--- config.mk ---
export PLATFORM = sky130hd
export DESIGN_NAME = bitmap_font_glyph_layout
export DESIGN_NICKNAME = d
export VERILOG_FILES = /design/src/bfgl_pkg.sv /design/src/bfgl_front.sv /design/src/bfgl_queue.sv /design/src/bfgl_back.sv /design/src/bitmap_font_glyph_layout.sv
export SDC_FILE = /design/constraint.sdc
export NUM_CORES = 1
export LEC_CHECK = 0
export BUFFER_PORTS_ARGS = -buffer_cell sky130_fd_sc_hd__clkbuf_2
export CAP_MARGIN = 20
export CORE_MARGIN = 10
export CORE_UTILIZATION = 35
export DETAILED_ROUTE_END_ITERATION = 16
export GPL_TIMING_DRIVEN = 0
export SETUP_SLACK_MARGIN = 0.1
export SLEW_MARGIN = 20
export SYNTH_ARGS = -nofsm -noshare
export SYNTH_HDL_FRONTEND = slang
export SYNTH_HIERARCHICAL = 1
export SYNTH_SLANG_ARGS = --single-unit
--- constraint.sdc ---
create_clock -name aclk -period 8.35 [get_ports aclk]
set_input_delay 0.4175 -clock aclk [delete_from_list [all_inputs] [get_ports aclk]]
set_output_delay 0.4175 -clock aclk [all_outputs]
set_load 0.02 [all_outputs]
--- src/bfgl_pkg.sv ---
// shared types, constants and register codes of the glyph layout block
`default_nettype none

package bfgl_pkg;

    // field widths
    localparam int unsigned CHAR_W     = 8;
    localparam int unsigned KIND_W     = 2;
    localparam int unsigned GLYPH_W    = 7;
    localparam int unsigned COORD_W    = 16;
    localparam int unsigned CELL_W     = 8;
    localparam int unsigned ATLAS_W    = 11;
    localparam int unsigned CFG_IDX_W  = 3;
    localparam int unsigned CFG_DATA_W = 11;
    localparam int unsigned M_DATA_W   = 72;

    // default depth of the queue between front and back end
    localparam int unsigned QUEUE_DEPTH = 2;

    // number of glyph cells in the font order
    localparam logic [GLYPH_W-1:0] GLYPH_COUNT = 7'd96;
    localparam logic [GLYPH_W-1:0] SPACE_POS   = 7'd95;

    // character codes
    localparam logic [CHAR_W-1:0] NEWLINE_CODE = 8'h0A;
    localparam logic [CHAR_W-1:0] SPACE_CODE   = 8'h20;
    localparam logic [CHAR_W-1:0] FIRST_CODE   = 8'h21;
    localparam logic [CHAR_W-1:0] BRACE_CODE   = 8'h7B;
    localparam logic [CHAR_W-1:0] BAR_CODE     = 8'h7C;
    localparam logic [CHAR_W-1:0] TILDE_CODE   = 8'h7E;
    // offset for codes after the unreachable duplicate backslash cell
    localparam logic [CHAR_W-1:0] BAR_OFFSET   = 8'h20;

    // result kinds
    localparam logic [KIND_W-1:0] KIND_GLYPH   = 2'd0;
    localparam logic [KIND_W-1:0] KIND_NEWLINE = 2'd1;
    localparam logic [KIND_W-1:0] KIND_UNKNOWN = 2'd2;

    // register indexes
    localparam logic [CFG_IDX_W-1:0] REG_CELL_WIDTH    = 3'd0;
    localparam logic [CFG_IDX_W-1:0] REG_CELL_HEIGHT   = 3'd1;
    localparam logic [CFG_IDX_W-1:0] REG_GLYPH_PADDING = 3'd2;
    localparam logic [CFG_IDX_W-1:0] REG_ATLAS_WIDTH   = 3'd3;
    localparam logic [CFG_IDX_W-1:0] REG_ORIGIN_X      = 3'd4;
    localparam logic [CFG_IDX_W-1:0] REG_ORIGIN_Y      = 3'd5;

    // register reset values
    localparam logic [CELL_W-1:0]  CELL_WIDTH_RST    = 8'd8;
    localparam logic [CELL_W-1:0]  CELL_HEIGHT_RST   = 8'd8;
    localparam logic [CELL_W-1:0]  GLYPH_PADDING_RST = 8'd0;
    localparam logic [ATLAS_W-1:0] ATLAS_WIDTH_RST   = 11'd128;
    localparam logic [CELL_W-1:0]  ORIGIN_X_RST      = 8'd0;
    localparam logic [CELL_W-1:0]  ORIGIN_Y_RST      = 8'd0;

    // configuration register file
    typedef struct packed {
        logic [CELL_W-1:0]  cell_width;
        logic [CELL_W-1:0]  cell_height;
        logic [CELL_W-1:0]  glyph_padding;
        logic [ATLAS_W-1:0] atlas_width;
        logic [CELL_W-1:0]  origin_x;
        logic [CELL_W-1:0]  origin_y;
    } cfg_t;

    // classified request handed from front to back end
    typedef struct packed {
        logic [KIND_W-1:0]  kind;
        logic [GLYPH_W-1:0] glyph_index;
        logic [COORD_W-1:0] screen_x;
        logic [COORD_W-1:0] screen_y;
    } entry_t;

endpackage

`default_nettype wire

--- src/bfgl_front.sv ---
// front end: accepts characters, classifies them and keeps the pen position
`default_nettype none

module bfgl_front (
    input  wire logic            aclk,
    input  wire logic            aresetn,
    input  wire bfgl_pkg::cfg_t  cfg,
    input  wire logic            in_valid,
    output logic                 in_ready,
    input  wire logic [bfgl_pkg::CHAR_W-1:0] char_code,
    input  wire logic            first_of_message,
    output logic                 push_valid,
    input  wire logic            push_ready,
    output bfgl_pkg::entry_t     push_entry
);

    logic [bfgl_pkg::COORD_W-1:0] pen_x_reg, pen_x_next;
    logic [bfgl_pkg::COORD_W-1:0] pen_y_reg, pen_y_next;
    logic [bfgl_pkg::COORD_W-1:0] base_x, base_y;
    logic [bfgl_pkg::COORD_W-1:0] cw_ext, ch_ext, pad_ext;
    logic [bfgl_pkg::CHAR_W-1:0]  diff_low, diff_high;
    logic                         is_low, is_high, is_space;
    logic                         accept;

    assign in_ready   = push_ready;
    assign push_valid = in_valid;
    assign accept     = in_valid & push_ready;

    assign cw_ext  = {8'd0, cfg.cell_width};
    assign ch_ext  = {8'd0, cfg.cell_height};
    assign pad_ext = {8'd0, cfg.glyph_padding};

    // first of message starts from a cleared pen
    assign base_x = first_of_message ? '0 : pen_x_reg;
    assign base_y = first_of_message ? '0 : pen_y_reg;

    // font order lookup
    assign is_low    = (char_code >= bfgl_pkg::FIRST_CODE) && (char_code <= bfgl_pkg::BRACE_CODE);
    assign is_high   = (char_code >= bfgl_pkg::BAR_CODE) && (char_code <= bfgl_pkg::TILDE_CODE);
    assign is_space  = (char_code == bfgl_pkg::SPACE_CODE);
    assign diff_low  = char_code - bfgl_pkg::FIRST_CODE;
    assign diff_high = char_code - bfgl_pkg::BAR_OFFSET;

    // classify and compute screen position and next pen
    always_comb begin
        push_entry = '0;
        pen_x_next = base_x;
        pen_y_next = base_y;
        if (char_code == bfgl_pkg::NEWLINE_CODE) begin
            push_entry.kind = bfgl_pkg::KIND_NEWLINE;
            pen_x_next      = '0;
            pen_y_next      = base_y + ch_ext + pad_ext;
        end else if (is_low || is_high || is_space) begin
            push_entry.kind     = bfgl_pkg::KIND_GLYPH;
            push_entry.screen_x = {8'd0, cfg.origin_x} + base_x;
            push_entry.screen_y = {8'd0, cfg.origin_y} + base_y;
            pen_x_next          = base_x + cw_ext + pad_ext;
            if (is_low) begin
                push_entry.glyph_index = diff_low[bfgl_pkg::GLYPH_W-1:0];
            end else if (is_high) begin
                push_entry.glyph_index = diff_high[bfgl_pkg::GLYPH_W-1:0];
            end else begin
                push_entry.glyph_index = bfgl_pkg::SPACE_POS;
            end
        end else begin
            push_entry.kind = bfgl_pkg::KIND_UNKNOWN;
        end
    end

    // pen registers
    always_ff @(posedge aclk) begin
        if (!aresetn) begin
            pen_x_reg <= '0;
            pen_y_reg <= '0;
        end else if (accept) begin
            pen_x_reg <= pen_x_next;
            pen_y_reg <= pen_y_next;
        end
    end

endmodule

`default_nettype wire

--- src/bfgl_queue.sv ---
// short fifo of classified requests between front and back end
`default_nettype none

module bfgl_queue #(
    parameter int unsigned DEPTH = bfgl_pkg::QUEUE_DEPTH
) (
    input  wire logic              aclk,
    input  wire logic              aresetn,
    input  wire logic              push_valid,
    output logic                   push_ready,
    input  wire bfgl_pkg::entry_t  push_entry,
    output logic                   pop_valid,
    input  wire logic              pop_ready,
    output bfgl_pkg::entry_t       pop_entry
);

    localparam int unsigned PTR_W = (DEPTH > 1) ? $clog2(DEPTH) : 1;
    localparam int unsigned CNT_W = $clog2(DEPTH + 1);
    localparam logic [PTR_W-1:0] LAST_PTR = PTR_W'(DEPTH - 1);
    localparam logic [CNT_W-1:0] FULL_CNT = CNT_W'(DEPTH);

    bfgl_pkg::entry_t  slot_reg [DEPTH];
    logic [PTR_W-1:0]  wr_ptr_reg, wr_ptr_next;
    logic [PTR_W-1:0]  rd_ptr_reg, rd_ptr_next;
    logic [CNT_W-1:0]  count_reg, count_next;
    logic              push_fire, pop_fire;

    assign push_ready = (count_reg != FULL_CNT);
    assign pop_valid  = (count_reg != '0);
    assign push_fire  = push_valid & push_ready;
    assign pop_fire   = pop_valid & pop_ready;
    assign pop_entry  = slot_reg[rd_ptr_reg];

    // pointer and fill count update
    always_comb begin
        wr_ptr_next = wr_ptr_reg;
        rd_ptr_next = rd_ptr_reg;
        count_next  = count_reg;
        if (push_fire) begin
            wr_ptr_next = (wr_ptr_reg == LAST_PTR) ? '0 : wr_ptr_reg + 1'b1;
        end
        if (pop_fire) begin
            rd_ptr_next = (rd_ptr_reg == LAST_PTR) ? '0 : rd_ptr_reg + 1'b1;
        end
        if (push_fire && !pop_fire) begin
            count_next = count_reg + 1'b1;
        end else if (pop_fire && !push_fire) begin
            count_next = count_reg - 1'b1;
        end
    end

    always_ff @(posedge aclk) begin
        if (!aresetn) begin
            wr_ptr_reg <= '0;
            rd_ptr_reg <= '0;
            count_reg  <= '0;
        end else begin
            wr_ptr_reg <= wr_ptr_next;
            rd_ptr_reg <= rd_ptr_next;
            count_reg  <= count_next;
        end
    end

    // storage
    always_ff @(posedge aclk) begin
        if (push_fire) begin
            slot_reg[wr_ptr_reg] <= push_entry;
        end
    end

endmodule

`default_nettype wire

--- src/bfgl_back.sv ---
// back end: steps the atlas cell position and holds the result register
`default_nettype none

module bfgl_back (
    input  wire logic              aclk,
    input  wire logic              aresetn,
    input  wire bfgl_pkg::cfg_t    cfg,
    input  wire logic              pop_valid,
    output logic                   pop_ready,
    input  wire bfgl_pkg::entry_t  pop_entry,
    output logic                   out_valid,
    input  wire logic              out_ready,
    output logic [bfgl_pkg::KIND_W-1:0]  out_kind,
    output logic [bfgl_pkg::GLYPH_W-1:0] out_glyph_index,
    output logic [bfgl_pkg::COORD_W-1:0] out_screen_x,
    output logic [bfgl_pkg::COORD_W-1:0] out_screen_y,
    output logic [bfgl_pkg::COORD_W-1:0] out_atlas_u,
    output logic [bfgl_pkg::COORD_W-1:0] out_atlas_v
);

    typedef enum logic [2:0] {
        ST_IDLE = 3'b001,
        ST_STEP = 3'b010,
        ST_DONE = 3'b100
    } state_t;

    state_t                         state_reg, state_next;
    bfgl_pkg::entry_t               entry_reg, entry_next;
    logic [bfgl_pkg::GLYPH_W-1:0]   count_reg, count_next;
    logic [bfgl_pkg::ATLAS_W-1:0]   u_reg, u_next;
    logic [bfgl_pkg::COORD_W-1:0]   v_reg, v_next;
    logic [bfgl_pkg::ATLAS_W:0]     u_sum;
    logic                           load;
    logic                           out_valid_reg, out_valid_next;
    logic [bfgl_pkg::KIND_W-1:0]    out_kind_reg;
    logic [bfgl_pkg::GLYPH_W-1:0]   out_glyph_reg;
    logic [bfgl_pkg::COORD_W-1:0]   out_sx_reg, out_sy_reg, out_u_reg, out_v_reg;

    assign pop_ready = (state_reg == ST_IDLE);
    // u stays below atlas width, so one extra bit holds the sum
    assign u_sum = {1'b0, u_reg} + {4'd0, cfg.cell_width};

    // stepping sequencer
    always_comb begin
        state_next = state_reg;
        entry_next = entry_reg;
        count_next = count_reg;
        u_next     = u_reg;
        v_next     = v_reg;
        load       = 1'b0;
        case (state_reg)
            ST_IDLE: begin
                if (pop_valid) begin
                    entry_next = pop_entry;
                    count_next = pop_entry.glyph_index;
                    u_next     = '0;
                    v_next     = '0;
                    state_next = ST_STEP;
                end
            end
            ST_STEP: begin
                if (count_reg == '0) begin
                    state_next = ST_DONE;
                end else begin
                    count_next = count_reg - 1'b1;
                    if (u_sum >= {1'b0, cfg.atlas_width}) begin
                        u_next = '0;
                        v_next = v_reg + {8'd0, cfg.cell_height};
                    end else begin
                        u_next = u_sum[bfgl_pkg::ATLAS_W-1:0];
                    end
                end
            end
            ST_DONE: begin
                if (!out_valid_reg || out_ready) begin
                    load       = 1'b1;
                    state_next = ST_IDLE;
                end
            end
            default: begin
                state_next = ST_IDLE;
            end
        endcase
    end

    // result register valid
    always_comb begin
        out_valid_next = out_valid_reg;
        if (out_valid_reg && out_ready) begin
            out_valid_next = 1'b0;
        end
        if (load) begin
            out_valid_next = 1'b1;
        end
    end

    always_ff @(posedge aclk) begin
        if (!aresetn) begin
            state_reg     <= ST_IDLE;
            out_valid_reg <= 1'b0;
        end else begin
            state_reg     <= state_next;
            out_valid_reg <= out_valid_next;
        end
    end

    // working and result payload
    always_ff @(posedge aclk) begin
        entry_reg <= entry_next;
        count_reg <= count_next;
        u_reg     <= u_next;
        v_reg     <= v_next;
        if (load) begin
            out_kind_reg  <= entry_reg.kind;
            out_glyph_reg <= entry_reg.glyph_index;
            out_sx_reg    <= entry_reg.screen_x;
            out_sy_reg    <= entry_reg.screen_y;
            out_u_reg     <= {5'd0, u_reg};
            out_v_reg     <= v_reg;
        end
    end

    assign out_valid       = out_valid_reg;
    assign out_kind        = out_kind_reg;
    assign out_glyph_index = out_glyph_reg;
    assign out_screen_x    = out_sx_reg;
    assign out_screen_y    = out_sy_reg;
    assign out_atlas_u     = out_u_reg;
    assign out_atlas_v     = out_v_reg;

endmodule

`default_nettype wire

--- src/bitmap_font_glyph_layout.sv ---
// top level of the bitmap font glyph layout block
// A request passes the combinational front end, the queue, the back end atlas stepper
// (which advances over the p cells before font position p) and the result register.
// The back end takes a new request only once the last one's result is loaded, stepping one
// cell a cycle; the front end keeps taking requests into the queue while it has room.
// Reset (aresetn low, synchronous): pen cleared, registers to defaults, queue and result empty.
`default_nettype none

module bitmap_font_glyph_layout #(
    parameter int unsigned QUEUE_DEPTH = bfgl_pkg::QUEUE_DEPTH
) (
    input  wire logic aclk,
    input  wire logic aresetn,
    // input requests
    input  wire logic                           s_tvalid,
    output logic                                s_tready,
    input  wire logic [bfgl_pkg::CHAR_W-1:0]    s_tdata,   // [7:0] char_code
    input  wire logic                           s_tuser,   // [0] first_of_message
    // results
    output logic                                m_tvalid,
    input  wire logic                           m_tready,
    output logic [bfgl_pkg::M_DATA_W-1:0]       m_tdata,   // [6:0] glyph_index, [22:7] screen_x,
                                                           // [38:23] screen_y, [54:39] atlas_u,
                                                           // [70:55] atlas_v, [71] zero
    output logic [bfgl_pkg::KIND_W-1:0]         m_tuser,   // [1:0] kind
    // configuration writes
    input  wire logic                           cfg_valid,
    output logic                                cfg_ready,
    input  wire logic [bfgl_pkg::CFG_IDX_W-1:0] cfg_index,
    input  wire logic [bfgl_pkg::CFG_DATA_W-1:0] cfg_data
);

    bfgl_pkg::cfg_t   cfg_reg, cfg_next;
    bfgl_pkg::entry_t push_entry, pop_entry;
    logic             push_valid, push_ready, pop_valid, pop_ready;
    logic [bfgl_pkg::KIND_W-1:0]  out_kind;
    logic [bfgl_pkg::GLYPH_W-1:0] out_glyph_index;
    logic [bfgl_pkg::COORD_W-1:0] out_screen_x, out_screen_y, out_atlas_u, out_atlas_v;

    assign cfg_ready = 1'b1;

    // configuration register file
    always_comb begin
        cfg_next = cfg_reg;
        if (cfg_valid) begin
            case (cfg_index)
                bfgl_pkg::REG_CELL_WIDTH:    cfg_next.cell_width    = cfg_data[7:0];
                bfgl_pkg::REG_CELL_HEIGHT:   cfg_next.cell_height   = cfg_data[7:0];
                bfgl_pkg::REG_GLYPH_PADDING: cfg_next.glyph_padding = cfg_data[7:0];
                bfgl_pkg::REG_ATLAS_WIDTH:   cfg_next.atlas_width   = cfg_data;
                bfgl_pkg::REG_ORIGIN_X:      cfg_next.origin_x      = cfg_data[7:0];
                bfgl_pkg::REG_ORIGIN_Y:      cfg_next.origin_y      = cfg_data[7:0];
                default: begin
                end
            endcase
        end
    end

    always_ff @(posedge aclk) begin
        if (!aresetn) begin
            cfg_reg.cell_width    <= bfgl_pkg::CELL_WIDTH_RST;
            cfg_reg.cell_height   <= bfgl_pkg::CELL_HEIGHT_RST;
            cfg_reg.glyph_padding <= bfgl_pkg::GLYPH_PADDING_RST;
            cfg_reg.atlas_width   <= bfgl_pkg::ATLAS_WIDTH_RST;
            cfg_reg.origin_x      <= bfgl_pkg::ORIGIN_X_RST;
            cfg_reg.origin_y      <= bfgl_pkg::ORIGIN_Y_RST;
        end else begin
            cfg_reg <= cfg_next;
        end
    end

    // classify and track the pen
    bfgl_front u_front (
        .aclk             (aclk),
        .aresetn          (aresetn),
        .cfg              (cfg_reg),
        .in_valid         (s_tvalid),
        .in_ready         (s_tready),
        .char_code        (s_tdata),
        .first_of_message (s_tuser),
        .push_valid       (push_valid),
        .push_ready       (push_ready),
        .push_entry       (push_entry)
    );

    // decoupling queue
    bfgl_queue #(
        .DEPTH (QUEUE_DEPTH)
    ) u_queue (
        .aclk       (aclk),
        .aresetn    (aresetn),
        .push_valid (push_valid),
        .push_ready (push_ready),
        .push_entry (push_entry),
        .pop_valid  (pop_valid),
        .pop_ready  (pop_ready),
        .pop_entry  (pop_entry)
    );

    // atlas stepping and result register
    bfgl_back u_back (
        .aclk            (aclk),
        .aresetn         (aresetn),
        .cfg             (cfg_reg),
        .pop_valid       (pop_valid),
        .pop_ready       (pop_ready),
        .pop_entry       (pop_entry),
        .out_valid       (m_tvalid),
        .out_ready       (m_tready),
        .out_kind        (out_kind),
        .out_glyph_index (out_glyph_index),
        .out_screen_x    (out_screen_x),
        .out_screen_y    (out_screen_y),
        .out_atlas_u     (out_atlas_u),
        .out_atlas_v     (out_atlas_v)
    );

    // result packing
    assign m_tuser = out_kind;
    assign m_tdata = {1'b0, out_atlas_v, out_atlas_u, out_screen_y, out_screen_x,
                      out_glyph_index};

    // results carry a defined kind
    assert property (@(posedge aclk) disable iff (!aresetn)
        m_tvalid |-> (m_tuser == bfgl_pkg::KIND_GLYPH || m_tuser == bfgl_pkg::KIND_NEWLINE ||
                      m_tuser == bfgl_pkg::KIND_UNKNOWN))
        else $error("result with undefined kind");

    // newline and unknown results carry no placement
    assert property (@(posedge aclk) disable iff (!aresetn)
        (m_tvalid && m_tuser != bfgl_pkg::KIND_GLYPH) |-> (m_tdata == '0))
        else $error("non-glyph result carries placement data");

    // glyph index stays inside the font
    assert property (@(posedge aclk) disable iff (!aresetn)
        m_tvalid |-> (out_glyph_index < bfgl_pkg::GLYPH_COUNT))
        else $error("glyph index out of font range");

    // back end takes no new request in the cycle after it took one
    assert property (@(posedge aclk) disable iff (!aresetn)
        (pop_valid && pop_ready) |=> !pop_ready)
        else $error("back end took a request without stepping it");

endmodule

`default_nettype wire
Word-level counts from Yosys, hierarchy flattened
Memory sizes are Yosys's and may differ from the RTL's. A register that Yosys moved wholly into a read port is not among the register bits.
Cells that the tools add are included.
{ "word_totals": {"reg_bits": 234, "mem_bits_rw": 82, "input_bits": 28, "out_inout_bits": 77, "wordCells": 130, "memories": 1} }
{ "memory_table": {"columns": ["memory", "depth", "word_bits", "read_ports", "rd_clocked_by_memory_dff", "wr", "line_no", "source"], "rows": [
  ["u_queue.slot_reg", 2, 41, 1, 1, 1, "bfgl_queue.sv:22", "bfgl_pkg::entry_t slot_reg [DEPTH];"]
]} }
{ "classes": {"n_addsub": 15, "order_cmp": 5, "n_eq_ne": 16, "n_mux": 38, "bitwise_logic": 2, "reduce_logical": 27} }
{ "ops": {"columns": ["cell", "count"], "rows": [
  ["16-bit 2-to-1 mux", 8],
  ["16-bit by 8-bit adder with 16-bit output", 5],
  ["39-bit 2-to-1 mux", 2],
  ["11-bit 2-to-1 mux", 3],
  ["8-bit by 16-bit adder with 16-bit output", 2],
  ["16-bit case mux with 2 select lines", 1],
  ["7-bit 2-to-1 mux", 4],
  ["11-bit case mux with 2 select lines", 1],
  ["8-bit by 7-bit less-or-equal comparator with 1-bit output, second input constant", 2],
  ["7-bit case mux with 2 select lines", 1],
  ["2-bit AND reduction", 7],
  ["7-bit by 6-bit subtractor with 7-bit output, second input constant", 2],
  ["11-bit by 8-bit adder with 12-bit output", 1],
  ["12-bit by 11-bit >= comparator with 1-bit output", 1],
  ["1-bit 2-to-1 mux", 10],
  ["3-bit by 2-bit equality test with 1-bit output, second input constant", 3],
  ["3-bit equality test, second input constant", 3],
  ["3-bit 2-to-1 mux", 3],
  ["3-bit case mux with 3 select lines", 1],
  ["8-bit by 4-bit equality test with 1-bit output, second input constant", 1],
  ["8-bit by 6-bit equality test with 1-bit output, second input constant", 1],
  ["8-bit by 6-bit >= comparator with 1-bit output, second input constant", 1],
  ["8-bit by 7-bit >= comparator with 1-bit output, second input constant", 1],
  ["2-bit 2-to-1 mux", 4],
  ["other kinds (16)", 35]
]} }

Longest topological paths before layout
{ "logic_depth": {"depth_word": 6, "ltp_mapped": 15, "mapped_depth_nobuf": 14} }

Modules after synthesis
The synthesis kept the hierarchy.
{ "by_module_without_submodules": {"columns": ["module", "n_inst", "cells_each", "area_per_inst_um2", "seq_area_each_um2"], "rows": [
  ["bfgl_back", 1, 417, 6226.0, 4374.2],
  ["bfgl_front", 1, 523, 4101.4, 640.6],
  ["bfgl_queue", 1, 152, 3191.8, 2562.5],
  ["bitmap_font_glyph_layout", 1, 191, 1948.1, 1021.0]
]} }

Worst setup path after synthesis
No wires, ideal clock.
{ "synth_path": {"kind": "register -> register", "from": "register u_back/u_reg[0] (netlist bit)", "to": "register u_back/v_reg[0] (netlist bit), enable pin", "setup_time_ps": 394, "t_arrival_ps": 3504, "required_time_ps": 7956, "setup_slack_ps": 4452, "stages_incl_launch_ff": 15, "n_path_buf": 0, "synth_period_minus_slack_ps": 3898, "path_cell_list": "edfxtp_1 ha_1 inv_1 fa_1 nor2b_1 o31a_1 or2_1 a211oi_1 nor2_1 ha_1 nand3_1 o22ai_1 nor4b_4 a22o_2 a21oi_1"} }
{ "synth_between": {"elab_chain_cells": 4} }
{ "synth_lines": {"columns": ["item", "line_no", "source"], "rows": [
  ["from (decl)", "bfgl_back.sv:30", "logic [bfgl_pkg::ATLAS_W-1:0] u_reg, u_next;"],
  ["from (signal assigned)", "bfgl_back.sv:111", "u_reg <= u_next;"],
  ["11-bit by 8-bit adder with 12-bit output", "bfgl_back.sv:41", "assign u_sum = {1'b0, u_reg} + {4'd0, cfg.cell_width};"],
  ["net u_back.u_sum (one bit)", "bfgl_back.sv:32", "logic [bfgl_pkg::ATLAS_W:0] u_sum;"],
  ["12-bit by 11-bit >= comparator with 1-bit output", "bfgl_back.sv:66", "if (u_sum >= {1'b0, cfg.atlas_width}) begin"],
  ["2-bit by 1-bit != test with 1-bit output (no source line)", null, null],
  ["4-bit AND reduction (no source line)", null, null],
  ["to (signal assigned)", "bfgl_back.sv:112", "v_reg <= v_next;"],
  ["to (decl)", "bfgl_back.sv:31", "logic [bfgl_pkg::COORD_W-1:0] v_reg, v_next;"]
]} }
The timed path passes the listed nets, and every way through them passes these cells.
A chain may end at the register's enable or synchronous reset.

Final worst setup path
{ "layout_path": {"from": "input s_tuser", "to": "register u_front/pen_x_reg[11] (netlist bit)"} }
{ "layout_between": {"elab_chain_cells": 5} }
{ "layout_lines": {"columns": ["item", "line_no", "source"], "rows": [
  ["from (decl)", "bitmap_font_glyph_layout.sv:18", "input wire logic s_tuser,"],
  ["16-bit 2-to-1 mux (*)", "bfgl_front.sv:34", "assign base_x = first_of_message ? '0 : pen_x_reg;"],
  ["16-bit by 8-bit adder with 16-bit output (2 in a row)", "bfgl_front.sv:57", "pen_x_next = base_x + cw_ext + pad_ext;"],
  ["16-bit 2-to-1 mux (*)", "bfgl_front.sv:53", "end else if (is_low || is_high || is_space) begin"],
  ["16-bit 2-to-1 mux (*)", "bfgl_front.sv:49", "if (char_code == bfgl_pkg::NEWLINE_CODE) begin"],
  ["to (signal assigned)", "bfgl_front.sv:76", "pen_x_reg <= pen_x_next;"],
  ["to (decl)", "bfgl_front.sv:17", "logic [bfgl_pkg::COORD_W-1:0] pen_x_reg, pen_x_next;"]
]} }
Mark *: on every way between the ends. The rest lies on a longest branch, timed or not.

==> results.txt <==
Mean Syn Cell Area -> 12.06 um2
WL/cell -> 17.53 um
GRT overflow -> 0
post-route ant nets -> 0
Synth top cells by count -> edfxtp_1 (225), nand2_1 (112), dfxtp_1 (92)
first-pass GRT wire length -> 55880 um
final estimated routing congestion in global placement -> 0.8898
Post-synth ARST share -> 0%
Final setup viols -> 0
starting density of the core -> 35.67%
EDFF count, synth -> 225
TNS Setup -> 0 ps
power density cells -> 254.4 mW/mm2
# rows -> 76
Nets -> 1543
worst vdd ir -> 0.1158 mV
Chip Width -> 230.2 um
Worst R2R Setup Slack -> 4400 ps
Syn-to-layout area delta -> 15.73%
Setup crit end kind -> register
max reg flops -> 82
DR iter-0 viols -> 871
Max Freq -> 230.5 MHz
clk_lat worst skew -> 530 ps
area share of the largest cell type after synthesis -> 43.68%
crit path DAT -> 4740 ps
Max-Cap Viols -> 0
vias -> 10300
clock transition at the registers of the reported paths -> 60 ps
Final Hold Viols -> 0
CORE AREA -> 0.04336 mm2
# DRC -> 0
Hold Buf Count CTS -> 0
HPWL after detailed placement -> 26900 um
leading area contributor after synthesis -> edfxtp_1
outcome -> completed
yosys warns -> 6
Root Driver -> clkbuf_16
total power -> 4554 uW
Netlist cell types -> 88
die area -> 0.05300 mm2
Buffers on Ports -> 97
worst hold path type -> in -> reg
fill count -> 4164
CP Launch Type -> input pin
largest net degree at the start of global routing -> 41
CP max FO -> 10
slew of the pin with the lowest slew margin -> 1035 ps
critical path type -> in -> reg
antenna diode instance count -> 0
cts repair resizes -> 0
CTS tree -> built
H-tree Lvls -> 2
WP buf/inv -> 6
Clock Skew -> 20.76 ps
die height -> 230.2 um
top-count cell post-synth -> edfxtp_1
Rel. slew slack -> 30.46%
Leakage -> 0.006888 uW
sequential-to-total area share from yosys stat -> 55.59%
RSZ-0062 raised after global routing -> false
Ports -> 105
postcts setup bufs -> 0
CTS Buffer Depth -> 3
Mapped Area -> 0.01547 mm2
Syn Inst Count -> 1283
Req. time, crit path -> 8760 ps
number of antenna violations at the first check in global routing -> 0
Pre-antenna DRT Iters -> 7
final WL -> 35720 um
Most used DFF post-synth -> edfxtp_1
CP max-delay cell -> fa_1
period utilisation layout -> 51.96%
global-route usage over all layers -> 13.08%
top cells by area, synth -> edfxtp_1 (44%), dfxtp_1 (12%), ha_1 (5.4%), mux2i_1 (3.7%), fa_1 (2.8%)
post-layout minimum cycle time -> 4338 ps
layout cells sized above 1 -> 17.63%
number of global-route vias before repair -> 9941
slowest stage delay, CP -> 480 ps
via count normalized by instance count -> 5.056
CP cell instances -> clkbuf_2, buf_1, buf_1, clkbuf_1, nand2b_1, inv_1, fa_1, ha_1, inv_1, fa_1, nor2b_1, o31a_1, o21ai_0, a22oi_2, a31oi_1, a221o_1
max-slew violations -> 0
CTS sink cnt -> 317
Largest delay share family, worst path -> buffers and inverters
Num CTS Buffers -> 35
Yosys reg bits -> 317
==> report_power, final <==
| group | total [uW] | switching, uW | internal (uW) |
|---|---|---|---|
| sequential | 2240 | 151 | 2090 |
| clock | 1460 | 616 | 847 |
| combinational | 850 | 520 | 330 |
| total | 4550 | 1290 | 3270 |
==> logic make-up (layout without fill, tap and decap cells) <==
family	count (synthesis)	count (layout)	share of synthesized area (%)
adder cells (fa/ha/maj)	89	89	8.267
other	3	7	0.07280
XOR/XNOR	47	47	2.661
multiplexers	99	99	6.746
flip-flops	317	317	55.59
AO/OA/AOI/OAI	213	213	9.651
AND/OR/NAND/NOR	409	409	14.05
buffers and inverters	106	271	2.961
==> stage by stage <==
step                      instance area, um2  instances  setup slack (ps)  utilization, %  hold WS, ps
after floorplan                        15480       1287              4452               -        400.3
after global placement                 16700       1969              3483           38.51        404.4
after detailed placement               16800       1974              3510           38.75        404.5
after CTS                              17900       2037              4042           41.28        98.98
after global routing                   17900       2037              3689           41.28        134.5
final                                  17900       2037              4012           41.28        121.6
==> placed cells by master (no fill, tap or decap), drive strengths merged, types with 7 or more instances in the layout <==
cell / synthesis / final
a211oi: 12 / 12
a21o: 15 / 15
a21oi: 50 / 50
a22o: 10 / 10
and2: 17 / 17
and3: 17 / 17
buf: 28 / 33
clkbuf: 21 / 163
clkinv: 1 / 13
conb: 3 / 7
dfxtp: 92 / 92
edfxtp: 225 / 225
fa: 22 / 22
ha: 67 / 67
inv: 56 / 57
mux2: 42 / 42
mux2i: 57 / 57
nand2: 112 / 112
nand2b: 18 / 18
nand3: 38 / 38
nand3b: 7 / 7
nand4: 10 / 10
nor2: 66 / 66
nor2b: 40 / 40
nor3: 31 / 31
nor4: 9 / 9
o211ai: 7 / 7
o21a: 8 / 8
o21ai: 52 / 52
o31ai: 8 / 8
or2: 7 / 7
or3: 11 / 11
or4: 7 / 7
xnor2: 27 / 27
xor2: 20 / 20
==> worst register-to-register path: cells and delay by family (launching register included) <==
family | cells | cell delay, ps
AOI/OAI and AO/OA | 5 | 1600
adders and majority gates | 3 | 740
buffers and inverters | 2 | 300
DFF | 1 | 420
and+or+nand+nor | 5 | 590
==> final timing paths <==
kind / from / end / depth (start not counted)
setup reg to reg: u_back/u_reg[0] / u_back/v_reg[8] / 15
setup / recovery: s_tuser / u_front/pen_x_reg[11] / 16
hold reg to reg: u_back/entry_reg[39] / u_back/out_kind[0] / 0
hold / removal: cfg_data[8] / cfg_reg[24] / 3
==> layout make-up <==
class,instances,area [um2],share of cell area [%]
sequential,317,8598,48.04
inverter,57,214.0,1.195
buffer,49,244.0,1.363
tap,585,732.0,4.089
clock buffer,45,955.9,5.340
clock inverter,18,141.4,0.7899
timing repair buffer,102,576.8,3.222
multi-input combinational,864,6437,35.96
==> layer usage <==
metal	GRT usage [%]	up-vias	part of all wire, %	routed length [um]
met3	2.364	51	4.9	1752
met4	3.803	0	2.0	729
li1	-	5002	-	-
met2	21.75	239	48	17100
met5	0	-	0	0
met1	17.06	5008	45	16140
Note: power is estimated with default switching activity, not from simulation.
